<file path="config.mk">
export PLATFORM = sky130hd
export DESIGN_NAME = nth_root_refiner_unit
export DESIGN_NICKNAME = d
export VERILOG_FILES = /design/src/design/nrr_pkg.sv /design/src/design/nth_root_refiner_unit.sv /design/src/design/nrr_mul.sv /design/src/design/nrr_div.sv
export SDC_FILE = /design/constraint.sdc
export NUM_CORES = 2
export LEC_CHECK = 0
export ABC_CLOCK_PERIOD_IN_PS = 31300
export BUFFER_PORTS_ARGS = -buffer_cell sky130_fd_sc_hd__buf_4
export CORE_MARGIN = 10
export CORE_UTILIZATION = 23
export DETAILED_ROUTE_END_ITERATION = 10
export SYNTH_ARGS = -nofsm -noshare
export SYNTH_HDL_FRONTEND = slang
export SYNTH_SLANG_ARGS = --single-unit
export TNS_END_PERCENT = 1
</file>
<file path="constraint.sdc">
create_clock -name clk -period 31.3 [get_ports clk]
set_input_delay 4.695 -clock clk [delete_from_list [all_inputs] [get_ports clk]]
set_output_delay 4.695 -clock clk [all_outputs]
set_load 0.03 [all_outputs]
</file>
<file path="src/design/nrr_pkg.sv">
// Shared constants, register and method codes, and controller states of the nth-root refiner.
package nrr_pkg;

    localparam int DW            = 64;
    localparam int DEF_INT_BITS  = 24;
    localparam int DEF_FRAC_BITS = 16;
    localparam int CNT_W         = 7;

    localparam logic [1:0] REG_DEGREE = 2'd0;
    localparam logic [1:0] REG_ITERS  = 2'd1;
    localparam logic [1:0] REG_METHOD = 2'd2;

    localparam logic [1:0] METH_NEWTON = 2'd0;
    localparam logic [1:0] METH_SECANT = 2'd1;
    localparam logic [1:0] METH_FIXED  = 2'd2;
    // no refinement, the seed is the answer
    localparam logic [1:0] METH_NONE   = 2'd3;

    localparam logic [3:0] DEGREE_RST = 4'd2;
    localparam logic [4:0] ITERS_RST  = 5'd4;
    localparam logic [1:0] METHOD_RST = METH_NEWTON;

    typedef enum logic [4:0] {
        ST_IDLE,
        ST_SEED_MID,
        ST_SEED_POW,
        ST_REF,
        ST_POW,
        ST_POW_MUL,
        ST_MUL_GO,
        ST_MUL_WAIT,
        ST_DIV_GO,
        ST_DIV_WAIT,
        ST_NT1,
        ST_NT2,
        ST_NT3,
        ST_FX1,
        ST_FX2,
        ST_FX3,
        ST_FX4,
        ST_SC1,
        ST_SC2,
        ST_SC3,
        ST_APPLY,
        ST_DONE
    } state_t;

endpackage

</file>
<file path="src/design/nth_root_refiner_unit.sv">
// Top level of the nth-root refiner: config port, seed search and refinement sequencer.
// Takes one item at a time: start is accepted while busy is low, and the result appears on
// root_value and status for a single cycle with done high; it cannot be held off. All work
// goes through one bit-serial multiplier and one bit-serial divider. The seed search does
// up to (INT_BITS+1)*k multiplies; a Newton step costs k+1 multiplies and a divide, a
// fixed-point step k multiplies and two divides, a secant step 2k+1 multiplies and a
// divide. Items are shortest for a radicand below one (zero seed) and longest for a large
// radicand at degree 8 with 16 steps.
module nth_root_refiner_unit #(
    parameter int INT_BITS  = nrr_pkg::DEF_INT_BITS,
    parameter int FRAC_BITS = nrr_pkg::DEF_FRAC_BITS
) (
    input  logic                           clk,
    input  logic                           rst_n,
    input  logic                           start,
    output logic                           busy,
    input  logic [INT_BITS+FRAC_BITS-1:0]  radicand,
    output logic                           done,
    output logic [INT_BITS+FRAC_BITS-1:0]  root_value,
    output logic                           status,
    input  logic                           psel,
    input  logic                           penable,
    input  logic                           pwrite,
    input  logic [3:0]                     paddr,
    input  logic [31:0]                    pwdata,
    output logic [31:0]                    prdata,
    output logic                           pready
);

    localparam int DW = nrr_pkg::DW;
    localparam int W  = INT_BITS + FRAC_BITS;
    localparam int SW = INT_BITS + 1;
    localparam logic [DW-1:0] WMASK64 = (DW'(1) << W) - DW'(1);
    localparam logic [DW-1:0] ONEQ    = DW'(1) << FRAC_BITS;

    // configuration
    logic [3:0] degree_reg;
    logic [4:0] iters_reg;
    logic [1:0] method_reg;

    assign pready = 1'b1;

    always_ff @(posedge clk or negedge rst_n)
    begin
        if (!rst_n)
        begin
            degree_reg <= nrr_pkg::DEGREE_RST;
            iters_reg  <= nrr_pkg::ITERS_RST;
            method_reg <= nrr_pkg::METHOD_RST;
        end
        else if (psel && penable && pwrite)
        begin
            unique case (paddr[3:2])
                nrr_pkg::REG_DEGREE: degree_reg <= pwdata[3:0];
                nrr_pkg::REG_ITERS:  iters_reg  <= pwdata[4:0];
                nrr_pkg::REG_METHOD: method_reg <= pwdata[1:0];
                default:             ;
            endcase
        end
    end

    always_comb
    begin
        unique case (paddr[3:2])
            nrr_pkg::REG_DEGREE: prdata = {28'd0, degree_reg};
            nrr_pkg::REG_ITERS:  prdata = {27'd0, iters_reg};
            nrr_pkg::REG_METHOD: prdata = {30'd0, method_reg};
            default:             prdata = '0;
        endcase
    end

    // arithmetic units
    logic [DW-1:0]    mul_a_reg, mul_a_next;
    logic [DW-1:0]    mul_b_reg, mul_b_next;
    logic             mul_start, mul_done;
    logic [2*DW-1:0]  mul_prod;
    logic [2*DW-1:0]  div_num_reg, div_num_next;
    logic [DW-1:0]    div_den_reg, div_den_next;
    logic             div_start, div_done, div_fault;
    logic [DW-1:0]    div_quot;

    nrr_mul u_mul (
        .clk   (clk),
        .rst_n (rst_n),
        .start (mul_start),
        .a     (mul_a_reg),
        .b     (mul_b_reg),
        .done  (mul_done),
        .prod  (mul_prod)
    );

    nrr_div u_div (
        .clk   (clk),
        .rst_n (rst_n),
        .start (div_start),
        .num   (div_num_reg),
        .den   (div_den_reg),
        .done  (div_done),
        .fault (div_fault),
        .quot  (div_quot)
    );

    // sequencer
    nrr_pkg::state_t state_reg, state_next;
    nrr_pkg::state_t ret_reg, ret_next;
    nrr_pkg::state_t pow_ret_reg, pow_ret_next;

    logic [W-1:0]   n_reg, n_next;
    logic [3:0]     k_reg, k_next;
    logic [1:0]     meth_reg, meth_next;
    logic [4:0]     steps_reg, steps_next;
    logic [SW-1:0]  lo_reg, lo_next;
    logic [SW-1:0]  hi_reg, hi_next;
    logic [SW-1:0]  mid_reg, mid_next;
    logic [SW-1:0]  best_reg, best_next;
    logic [3:0]     scnt_reg, scnt_next;
    logic [W-1:0]   x_reg, x_next;
    logic [DW-1:0]  b_reg, b_next;
    logic [DW-1:0]  p_reg, p_next;
    logic [DW-1:0]  pbase_reg, pbase_next;
    logic [3:0]     pcnt_reg, pcnt_next;
    logic [DW-1:0]  t_reg, t_next;
    logic           down_reg, down_next;
    logic           fault_reg, fault_next;
    logic           done_reg, done_next;
    logic           status_reg, status_next;
    logic [W-1:0]   root_reg, root_next;

    logic [DW-1:0]  x64, n64, lim64, qm_val, mag;
    logic           qm_over;
    logic [SW:0]    mid_sum;
    logic [3:0]     k_cl;
    logic [4:0]     it_cl;

    assign x64     = DW'(x_reg);
    assign n64     = DW'(n_reg);
    assign lim64   = DW'(n_reg[W-1:FRAC_BITS]);
    assign qm_val  = mul_prod[DW-1+FRAC_BITS:FRAC_BITS];
    assign qm_over = |mul_prod[2*DW-1:DW+FRAC_BITS];
    assign mid_sum = {1'b0, lo_reg} + {1'b0, hi_reg};
    assign mag     = (t_reg > n64) ? t_reg - n64 : n64 - t_reg;

    assign k_cl  = (degree_reg < 4'd2) ? 4'd2 : ((degree_reg > 4'd8) ? 4'd8 : degree_reg);
    assign it_cl = (iters_reg == 5'd0) ? 5'd1 : ((iters_reg > 5'd16) ? 5'd16 : iters_reg);

    assign busy       = (state_reg != nrr_pkg::ST_IDLE);
    assign done       = done_reg;
    assign status     = status_reg;
    assign root_value = root_reg;

    always_comb
    begin
        state_next   = state_reg;
        ret_next     = ret_reg;
        pow_ret_next = pow_ret_reg;
        n_next       = n_reg;
        k_next       = k_reg;
        meth_next    = meth_reg;
        steps_next   = steps_reg;
        lo_next      = lo_reg;
        hi_next      = hi_reg;
        mid_next     = mid_reg;
        best_next    = best_reg;
        scnt_next    = scnt_reg;
        x_next       = x_reg;
        b_next       = b_reg;
        p_next       = p_reg;
        pbase_next   = pbase_reg;
        pcnt_next    = pcnt_reg;
        t_next       = t_reg;
        down_next    = down_reg;
        fault_next   = fault_reg;
        mul_a_next   = mul_a_reg;
        mul_b_next   = mul_b_reg;
        div_num_next = div_num_reg;
        div_den_next = div_den_reg;
        done_next    = 1'b0;
        status_next  = status_reg;
        root_next    = root_reg;
        mul_start    = 1'b0;
        div_start    = 1'b0;

        unique case (state_reg)
            nrr_pkg::ST_IDLE:
            begin
                if (start)
                begin
                    n_next     = radicand;
                    k_next     = k_cl;
                    meth_next  = method_reg;
                    steps_next = (method_reg == nrr_pkg::METH_SECANT && it_cl > 5'd1)
                                 ? it_cl - 5'd1 : it_cl;
                    lo_next    = '0;
                    hi_next    = SW'(radicand[W-1:FRAC_BITS]);
                    best_next  = '0;
                    fault_next = 1'b0;
                    state_next = nrr_pkg::ST_SEED_MID;
                end
            end

            // binary search for the largest integer m with m^k <= floor(n)
            nrr_pkg::ST_SEED_MID:
            begin
                if (lo_reg > hi_reg)
                begin
                    x_next     = W'(best_reg) << FRAC_BITS;
                    state_next = nrr_pkg::ST_REF;
                end
                else
                begin
                    mid_next   = mid_sum[SW:1];
                    scnt_next  = k_reg;
                    mul_a_next = DW'(1);
                    mul_b_next = DW'(mid_sum[SW:1]);
                    ret_next   = nrr_pkg::ST_SEED_POW;
                    state_next = nrr_pkg::ST_MUL_GO;
                end
            end

            nrr_pkg::ST_SEED_POW:
            begin
                if ((|mul_prod[2*DW-1:DW]) || (mul_prod[DW-1:0] > lim64))
                begin
                    hi_next    = mid_reg - SW'(1);
                    state_next = nrr_pkg::ST_SEED_MID;
                end
                else if (scnt_reg == 4'd1)
                begin
                    best_next  = mid_reg;
                    lo_next    = mid_reg + SW'(1);
                    state_next = nrr_pkg::ST_SEED_MID;
                end
                else
                begin
                    scnt_next  = scnt_reg - 4'd1;
                    mul_a_next = mul_prod[DW-1:0];
                    mul_b_next = DW'(mid_reg);
                    ret_next   = nrr_pkg::ST_SEED_POW;
                    state_next = nrr_pkg::ST_MUL_GO;
                end
            end

            nrr_pkg::ST_REF:
            begin
                p_next     = ONEQ;
                pbase_next = x64;
                pcnt_next  = k_reg - 4'd1;
                b_next     = ((x64 >> FRAC_BITS) + DW'(1)) << FRAC_BITS;
                if (steps_reg == 5'd0 || x_reg == '0)
                    state_next = nrr_pkg::ST_DONE;
                else
                begin
                    unique case (meth_reg)
                        nrr_pkg::METH_NEWTON:
                        begin
                            pow_ret_next = nrr_pkg::ST_NT1;
                            state_next   = nrr_pkg::ST_POW;
                        end
                        nrr_pkg::METH_FIXED:
                        begin
                            pow_ret_next = nrr_pkg::ST_FX1;
                            state_next   = nrr_pkg::ST_POW;
                        end
                        nrr_pkg::METH_SECANT:
                        begin
                            pcnt_next    = k_reg;
                            pow_ret_next = nrr_pkg::ST_SC1;
                            state_next   = nrr_pkg::ST_POW;
                        end
                        default: state_next = nrr_pkg::ST_DONE;
                    endcase
                end
            end

            // p = base^pcnt in fixed point, truncating after each multiply
            nrr_pkg::ST_POW:
            begin
                if (pcnt_reg == 4'd0)
                    state_next = pow_ret_reg;
                else
                begin
                    mul_a_next = p_reg;
                    mul_b_next = pbase_reg;
                    ret_next   = nrr_pkg::ST_POW_MUL;
                    state_next = nrr_pkg::ST_MUL_GO;
                end
            end

            nrr_pkg::ST_POW_MUL:
            begin
                if (qm_over)
                begin
                    fault_next = 1'b1;
                    state_next = nrr_pkg::ST_DONE;
                end
                else
                begin
                    p_next     = qm_val;
                    pcnt_next  = pcnt_reg - 4'd1;
                    state_next = nrr_pkg::ST_POW;
                end
            end

            nrr_pkg::ST_MUL_GO:
            begin
                mul_start  = 1'b1;
                state_next = nrr_pkg::ST_MUL_WAIT;
            end

            nrr_pkg::ST_MUL_WAIT:
            begin
                if (mul_done)
                    state_next = ret_reg;
            end

            nrr_pkg::ST_DIV_GO:
            begin
                div_start  = 1'b1;
                state_next = nrr_pkg::ST_DIV_WAIT;
            end

            nrr_pkg::ST_DIV_WAIT:
            begin
                if (div_done)
                    state_next = ret_reg;
            end

            nrr_pkg::ST_NT1:
            begin
                mul_a_next = p_reg;
                mul_b_next = x64;
                ret_next   = nrr_pkg::ST_NT2;
                state_next = nrr_pkg::ST_MUL_GO;
            end

            nrr_pkg::ST_NT2:
            begin
                if (qm_over)
                begin
                    fault_next = 1'b1;
                    state_next = nrr_pkg::ST_DONE;
                end
                else
                begin
                    t_next     = qm_val;
                    mul_a_next = p_reg;
                    mul_b_next = DW'(k_reg);
                    ret_next   = nrr_pkg::ST_NT3;
                    state_next = nrr_pkg::ST_MUL_GO;
                end
            end

            nrr_pkg::ST_NT3:
            begin
                if (|mul_prod[2*DW-1:DW])
                begin
                    fault_next = 1'b1;
                    state_next = nrr_pkg::ST_DONE;
                end
                else
                begin
                    down_next    = t_reg > n64;
                    div_num_next = {{DW{1'b0}}, mag} << FRAC_BITS;
                    div_den_next = mul_prod[DW-1:0];
                    ret_next     = nrr_pkg::ST_APPLY;
                    state_next   = nrr_pkg::ST_DIV_GO;
                end
            end

            nrr_pkg::ST_FX1:
            begin
                div_num_next = {{DW{1'b0}}, n64} << FRAC_BITS;
                div_den_next = p_reg;
                ret_next     = nrr_pkg::ST_FX2;
                state_next   = nrr_pkg::ST_DIV_GO;
            end

            nrr_pkg::ST_FX2:
            begin
                if (div_fault)
                begin
                    fault_next = 1'b1;
                    state_next = nrr_pkg::ST_DONE;
                end
                else
                begin
                    t_next     = div_quot;
                    mul_a_next = DW'(k_reg - 4'd1);
                    mul_b_next = x64;
                    ret_next   = nrr_pkg::ST_FX3;
                    state_next = nrr_pkg::ST_MUL_GO;
                end
            end

            nrr_pkg::ST_FX3:
            begin
                div_num_next = mul_prod + {{DW{1'b0}}, t_reg};
                div_den_next = DW'(k_reg);
                ret_next     = nrr_pkg::ST_FX4;
                state_next   = nrr_pkg::ST_DIV_GO;
            end

            nrr_pkg::ST_FX4:
            begin
                if (div_fault || div_quot > WMASK64)
                begin
                    fault_next = 1'b1;
                    state_next = nrr_pkg::ST_DONE;
                end
                else
                begin
                    x_next     = div_quot[W-1:0];
                    steps_next = steps_reg - 5'd1;
                    state_next = nrr_pkg::ST_REF;
                end
            end

            // secant: t holds x^k, then b^k is built in p
            nrr_pkg::ST_SC1:
            begin
                t_next       = p_reg;
                p_next       = ONEQ;
                pbase_next   = b_reg;
                pcnt_next    = k_reg;
                pow_ret_next = nrr_pkg::ST_SC2;
                state_next   = nrr_pkg::ST_POW;
            end

            nrr_pkg::ST_SC2:
            begin
                if (p_reg <= t_reg)
                begin
                    fault_next = 1'b1;
                    state_next = nrr_pkg::ST_DONE;
                end
                else
                begin
                    down_next    = t_reg > n64;
                    div_den_next = p_reg - t_reg;
                    mul_a_next   = mag;
                    mul_b_next   = b_reg - x64;
                    ret_next     = nrr_pkg::ST_SC3;
                    state_next   = nrr_pkg::ST_MUL_GO;
                end
            end

            nrr_pkg::ST_SC3:
            begin
                div_num_next = mul_prod;
                ret_next     = nrr_pkg::ST_APPLY;
                state_next   = nrr_pkg::ST_DIV_GO;
            end

            // x moves by the quotient; clamps at zero going down, faults past W bits going up
            nrr_pkg::ST_APPLY:
            begin
                if (div_fault)
                begin
                    fault_next = 1'b1;
                    state_next = nrr_pkg::ST_DONE;
                end
                else if (down_reg)
                begin
                    x_next     = (div_quot >= x64) ? '0 : W'(x64 - div_quot);
                    steps_next = steps_reg - 5'd1;
                    state_next = nrr_pkg::ST_REF;
                end
                else if (div_quot > (WMASK64 - x64))
                begin
                    fault_next = 1'b1;
                    state_next = nrr_pkg::ST_DONE;
                end
                else
                begin
                    x_next     = W'(x64 + div_quot);
                    steps_next = steps_reg - 5'd1;
                    state_next = nrr_pkg::ST_REF;
                end
            end

            nrr_pkg::ST_DONE:
            begin
                done_next   = 1'b1;
                status_next = fault_reg;
                root_next   = fault_reg ? WMASK64[W-1:0] : x_reg;
                state_next  = nrr_pkg::ST_IDLE;
            end

            default: state_next = nrr_pkg::ST_IDLE;
        endcase
    end

    always_ff @(posedge clk or negedge rst_n)
    begin
        if (!rst_n)
        begin
            state_reg   <= nrr_pkg::ST_IDLE;
            ret_reg     <= nrr_pkg::ST_IDLE;
            pow_ret_reg <= nrr_pkg::ST_IDLE;
            done_reg    <= 1'b0;
            fault_reg   <= 1'b0;
        end
        else
        begin
            state_reg   <= state_next;
            ret_reg     <= ret_next;
            pow_ret_reg <= pow_ret_next;
            done_reg    <= done_next;
            fault_reg   <= fault_next;
        end
    end

    always_ff @(posedge clk)
    begin
        n_reg       <= n_next;
        k_reg       <= k_next;
        meth_reg    <= meth_next;
        steps_reg   <= steps_next;
        lo_reg      <= lo_next;
        hi_reg      <= hi_next;
        mid_reg     <= mid_next;
        best_reg    <= best_next;
        scnt_reg    <= scnt_next;
        x_reg       <= x_next;
        b_reg       <= b_next;
        p_reg       <= p_next;
        pbase_reg   <= pbase_next;
        pcnt_reg    <= pcnt_next;
        t_reg       <= t_next;
        down_reg    <= down_next;
        mul_a_reg   <= mul_a_next;
        mul_b_reg   <= mul_b_next;
        div_num_reg <= div_num_next;
        div_den_reg <= div_den_next;
        status_reg  <= status_next;
        root_reg    <= root_next;
    end

endmodule

</file>
<file path="src/design/nrr_mul.sv">
// Bit-serial shift-add multiplier, 64 x 64 to 128 bits, one multiplier bit per cycle.
module nrr_mul (
    input  logic                       clk,
    input  logic                       rst_n,
    input  logic                       start,
    input  logic [nrr_pkg::DW-1:0]     a,
    input  logic [nrr_pkg::DW-1:0]     b,
    output logic                       done,
    output logic [2*nrr_pkg::DW-1:0]   prod
);

    localparam int DW = nrr_pkg::DW;

    logic [DW-1:0]              mcand_reg;
    logic [DW-1:0]              hi_reg;
    logic [DW-1:0]              lo_reg;
    logic [nrr_pkg::CNT_W-1:0]  cnt_reg;
    logic                       run_reg;
    logic                       done_reg;
    logic [DW:0]                sum;

    assign sum  = {1'b0, hi_reg} + (lo_reg[0] ? {1'b0, mcand_reg} : {(DW+1){1'b0}});
    assign done = done_reg;
    assign prod = {hi_reg, lo_reg};

    always_ff @(posedge clk or negedge rst_n)
    begin
        if (!rst_n)
        begin
            run_reg  <= 1'b0;
            done_reg <= 1'b0;
            cnt_reg  <= '0;
        end
        else
        begin
            done_reg <= 1'b0;
            if (start)
            begin
                run_reg <= 1'b1;
                cnt_reg <= '0;
            end
            else if (run_reg)
            begin
                cnt_reg <= cnt_reg + 1'b1;
                if (cnt_reg == nrr_pkg::CNT_W'(DW - 1))
                begin
                    run_reg  <= 1'b0;
                    done_reg <= 1'b1;
                end
            end
        end
    end

    always_ff @(posedge clk)
    begin
        if (start)
        begin
            mcand_reg <= a;
            hi_reg    <= '0;
            lo_reg    <= b;
        end
        else if (run_reg)
        begin
            hi_reg <= sum[DW:1];
            lo_reg <= {sum[0], lo_reg[DW-1:1]};
        end
    end

endmodule

</file>
<file path="src/design/nrr_div.sv">
// Bit-serial restoring divider, 128 / 64 to 64 bits, one quotient bit per cycle.
module nrr_div (
    input  logic                       clk,
    input  logic                       rst_n,
    input  logic                       start,
    input  logic [2*nrr_pkg::DW-1:0]   num,
    input  logic [nrr_pkg::DW-1:0]     den,
    output logic                       done,
    output logic                       fault,
    output logic [nrr_pkg::DW-1:0]     quot
);

    localparam int DW = nrr_pkg::DW;

    logic [DW-1:0]              rem_reg;
    logic [DW-1:0]              lo_reg;
    logic [DW-1:0]              den_reg;
    logic [nrr_pkg::CNT_W-1:0]  cnt_reg;
    logic                       run_reg;
    logic                       done_reg;
    logic                       fault_reg;
    logic [DW-1:0]              rem_sh;
    logic                       take;
    logic                       bad;

    assign rem_sh = {rem_reg[DW-2:0], lo_reg[DW-1]};
    // the bit shifted out of the top forces a subtract
    assign take   = rem_reg[DW-1] | (rem_sh >= den_reg);
    assign bad    = (den == '0) || (num[2*DW-1:DW] >= den);
    assign done   = done_reg;
    assign fault  = fault_reg;
    assign quot   = lo_reg;

    always_ff @(posedge clk or negedge rst_n)
    begin
        if (!rst_n)
        begin
            run_reg   <= 1'b0;
            done_reg  <= 1'b0;
            fault_reg <= 1'b0;
            cnt_reg   <= '0;
        end
        else
        begin
            done_reg <= 1'b0;
            if (start)
            begin
                fault_reg <= bad;
                cnt_reg   <= '0;
                run_reg   <= !bad;
                done_reg  <= bad;
            end
            else if (run_reg)
            begin
                cnt_reg <= cnt_reg + 1'b1;
                if (cnt_reg == nrr_pkg::CNT_W'(DW - 1))
                begin
                    run_reg  <= 1'b0;
                    done_reg <= 1'b1;
                end
            end
        end
    end

    always_ff @(posedge clk)
    begin
        if (start)
        begin
            rem_reg <= num[2*DW-1:DW];
            lo_reg  <= num[DW-1:0];
            den_reg <= den;
        end
        else if (run_reg)
        begin
            rem_reg <= take ? rem_sh - den_reg : rem_sh;
            lo_reg  <= {lo_reg[DW-2:0], take};
        end
    end

endmodule
</file>
==> results.toml <==
[detailed_routing]
ant_nets = 0
avgViaCountPerCell = 5.38
routedWlPerCell_um = 26.2
drt-initial-drc-count = 9828
dr_total_vias = 75502
drc_errors = 0
dr.pass1.iters = 7
wl_mm = 367

[cts]
cts_tree = "done"
h-tree-depth = 4
hold_buffers = 0
clk_pin_slew_worst_paths_ns = 0.06
post_cts_resize_count = 0
clk-insertion-delay-late_ns = 0.86
clock_sinks = 1185
postCtsSetupBuffers = 0
clock_path_buffers = 4
numCtsBuffers = 141
clockRootBuffer = "clkbuf_16"

[floorplan]
core-area_um2 = 365000
dieWidth_um = 625
die_y_um = 625
num_io_pins = 158
dieArea_um2 = 390000
row_count = 222
start_util_pct = 23.1

[critical_path]
cp-startpoint = "paddr[3]"
rr_startpoint = "n_reg[39]"
worst_ep_required_time_ns = 26.61
rrSetupSlack_ns = 23.72
end_kind = "output pin"
path_max_fanout = 8
worst_path_largest_cell_delay_ns = 0.61
worst-setup-path-type = "in -> out"
critical-path-top-delay-family = "compound AO/OA/AOI/OAI gates"
cp.depth = 4
slowest_stage = "o21ai_0"
start_kind = "input pin"
critPathArrivalTime_ns = 5.90
path_buf_inv = 2
crit_top_cell = "buf_4"
rr_endpoint = "div_num_reg[78]"
cp-endpoint = "prdata[1]"
r2r_cells = 17
worstPathCellList = "buf_4, mux2i_1, o21ai_0, buf_4"

[synth]
syn_inst = 9225
ys_seq_area_share_pct = 41.3
ys_types = 94
synth-edff-count = 1074
synth_mux_area_share_pct = 1.86
syn_area_per_cell_um2 = 9.12
synth-compound-area-share_pct = 20.8
synth_largest_area_cell = "edfxtp_1"
yosysTopAreaCellShare_pct = 38.3
synth-async-reset-ratio_pct = 3.97
yosys.area_share.simple_pct = 16.5
yosys_register_bits = 1185
synth_ff_type = "edfxtp_1"
syn_area_um2 = 84100
yosysWarnings = 0
synth_top_family_by_area = "compound AO/OA/AOI/OAI gates"
synthTopCellsByArea = "edfxtp_1 (38%), ha_1 (9.5%), nand2_1 (4.8%)"
synth_xor_area_share_pct = 4.69
synth.most_common_cell = "nand2_1"
synthAdderAreaFrac_pct = 9.70
netlist_top_cells_count = "nand2_1 (1,080), edfxtp_1 (1,074), a21oi_1 (693)"

[global_route]
grt_max_degree = 82
gr-usage-all-layers_pct = 17.8
overflow = 0
grt_pass1_wl_mm = 517
antenna_found_initial = 48
grt_pass1_vias = 69960

[final_layout]
num-nets-final = 9829
area_growth_syn_to_layout_pct = 12.5
layout-drive-gt1-share_pct = 6.72
multiInputGateArea_um2 = 45400
largest_reg_flops = 128
fillCellCount = 39228
ff_latch_area_um2 = 34700

[placed_design]
port_buffers = 100
gp_congestion = 0.995
hpwl_mm = 281

[power_and_ir_drop]
power_density_nw_per_um2 = 102
ir_drop_mv = 0.0721
leakagePower_nw = 36.5
total_power_w = 0.00965

[sta]
timing.fmax_ghz = 0.0944
min_period_over_period_pct = 33.9
worstMarginPinSlew_ns = 1.31
slew_headroom_pct = 11.6
setup-tns-final_ns = 0
rsz0062_at_grt = "false"
hold_violations = 0
setup_viol_count_final = 0
fin_skew_ns = 0.0645
finalCriticalPeriod_ns = 10.60
finalMaxSlewViolations = 0

[run]
cap_viol_max_count = 0

[min_path]
hold_path_class = "reg -> reg"
holdPathStages = 0
hold_start = "mul_a_reg[33]"

[status]
status = "completed"
==> worst register-to-register path, cell delays in order, from the launching register on <==
cell and delay [ns]:
edfxtp_1 0.50, inv_1 0.14, ha_1 0.57, nand4_1 0.59, nor4_1 1.12, nand4_1 0.33, nor2b_1 0.22, a311o_1 0.37
nor2_4 0.37, buf_4 0.45, inv_2 0.08, buf_4 0.23, buf_4 0.33, a211oi_2 0.51, a41oi_1 0.21, o31a_1 0.37
o21ai_0 0.58, nand3_1 0.32
==> how the worst min path moves through the flow <==
stage	end	slack, ns
after floorplan	u_mul.mcand_reg[0]	0.40
after global placement	u_mul.mcand_reg[21]	0.40
after detailed placement	u_mul.mcand_reg[12]	0.40
after CTS	u_mul.mcand_reg[33]	0.42
after global routing	u_mul.mcand_reg[10]	0.43
final	u_mul.mcand_reg[33]	0.42
==> cell usage in the layout, fill, tap and decap left out, types with 65 or more instances in the layout <==
| cell | Yosys | final |
|---|---|---|
| or2_2 | 66 | 66 |
| a31oi_1 | 100 | 100 |
| mux2i_1 | 129 | 129 |
| a21oi_1 | 693 | 690 |
| a21o_1 | 264 | 264 |
| o21bai_1 | 127 | 127 |
| a22oi_1 | 171 | 169 |
| a221oi_1 | 109 | 109 |
| inv_1 | 574 | 570 |
| xor2_1 | 158 | 158 |
| nor4_1 | 127 | 126 |
| o211ai_1 | 65 | 65 |
| xnor2_1 | 293 | 293 |
| nand3_1 | 172 | 171 |
| o21ai_0 | 661 | 660 |
| clkbuf_16 | 0 | 145 |
| buf_4 | 29 | 248 |
| and2_1 | 182 | 181 |
| o21a_1 | 69 | 69 |
| nand4_1 | 196 | 196 |
| edfxtp_1 | 1074 | 1074 |
| nor3_1 | 148 | 142 |
| nor2b_1 | 74 | 74 |
| nand2_1 | 1080 | 1073 |
| nor2_1 | 632 | 620 |
| ha_1 | 637 | 637 |
==> layout make-up <==
cell class	count	share of cell area, %
Multi-Input combinational cell	6946	48.0
Sequential cell	1185	36.7
Tap cell	4816	6.36
Clock buffer	179	4.01
Inverter	579	2.31
Timing Repair Buffer	248	1.97
Clock inverter	65	0.681
Antenna cell	8	0.0211
==> metrics by stage <==
stage / cells / cell area [um2] / setup WS [ns] / hold slack, ns / util [%]
final: 14026 / 94700 / 20.70 / 0.417 / 25.9
after global routing: 14019 / 94700 / 20.61 / 0.425 / 25.9
after CTS: 14018 / 94700 / 20.61 / 0.416 / 25.9
after detailed placement: 13774 / 90200 / 20.63 / 0.405 / 24.7
after global placement: 13774 / 90200 / 20.58 / 0.401 / 24.7
after floorplan: 9251 / 84200 / 18.62 / 0.400 / -
==> logic make-up (layout without fill, tap and decap cells) <==
family | count (synthesis) | in the layout
and+or+nand+nor | 2941 | 2941
AOI/OAI and AO/OA | 2726 | 2726
DFF | 1185 | 1185
buffers and inverters | 1120 | 1071
adders and majority gates | 647 | 647
xor gates and xnor gates | 451 | 451
muxes | 153 | 153
other | 2 | 36
==> where the power goes <==
group          internal [W]  switching [W]
Sequential          0.00246       0.000665
Clock              0.000951       0.000720
Combinational       0.00164        0.00322
Total               0.00505        0.00460
==> metal layers <==
metal	up-vias	global-route usage [%]	wire (um)
met5	-	0	121
met4	18	8.73	22400
met3	891	3.46	35700
met2	4241	26.9	156000
met1	36717	24.2	153000
li1	33635	-	-
Note: power is estimated with default switching activity, not from simulation.
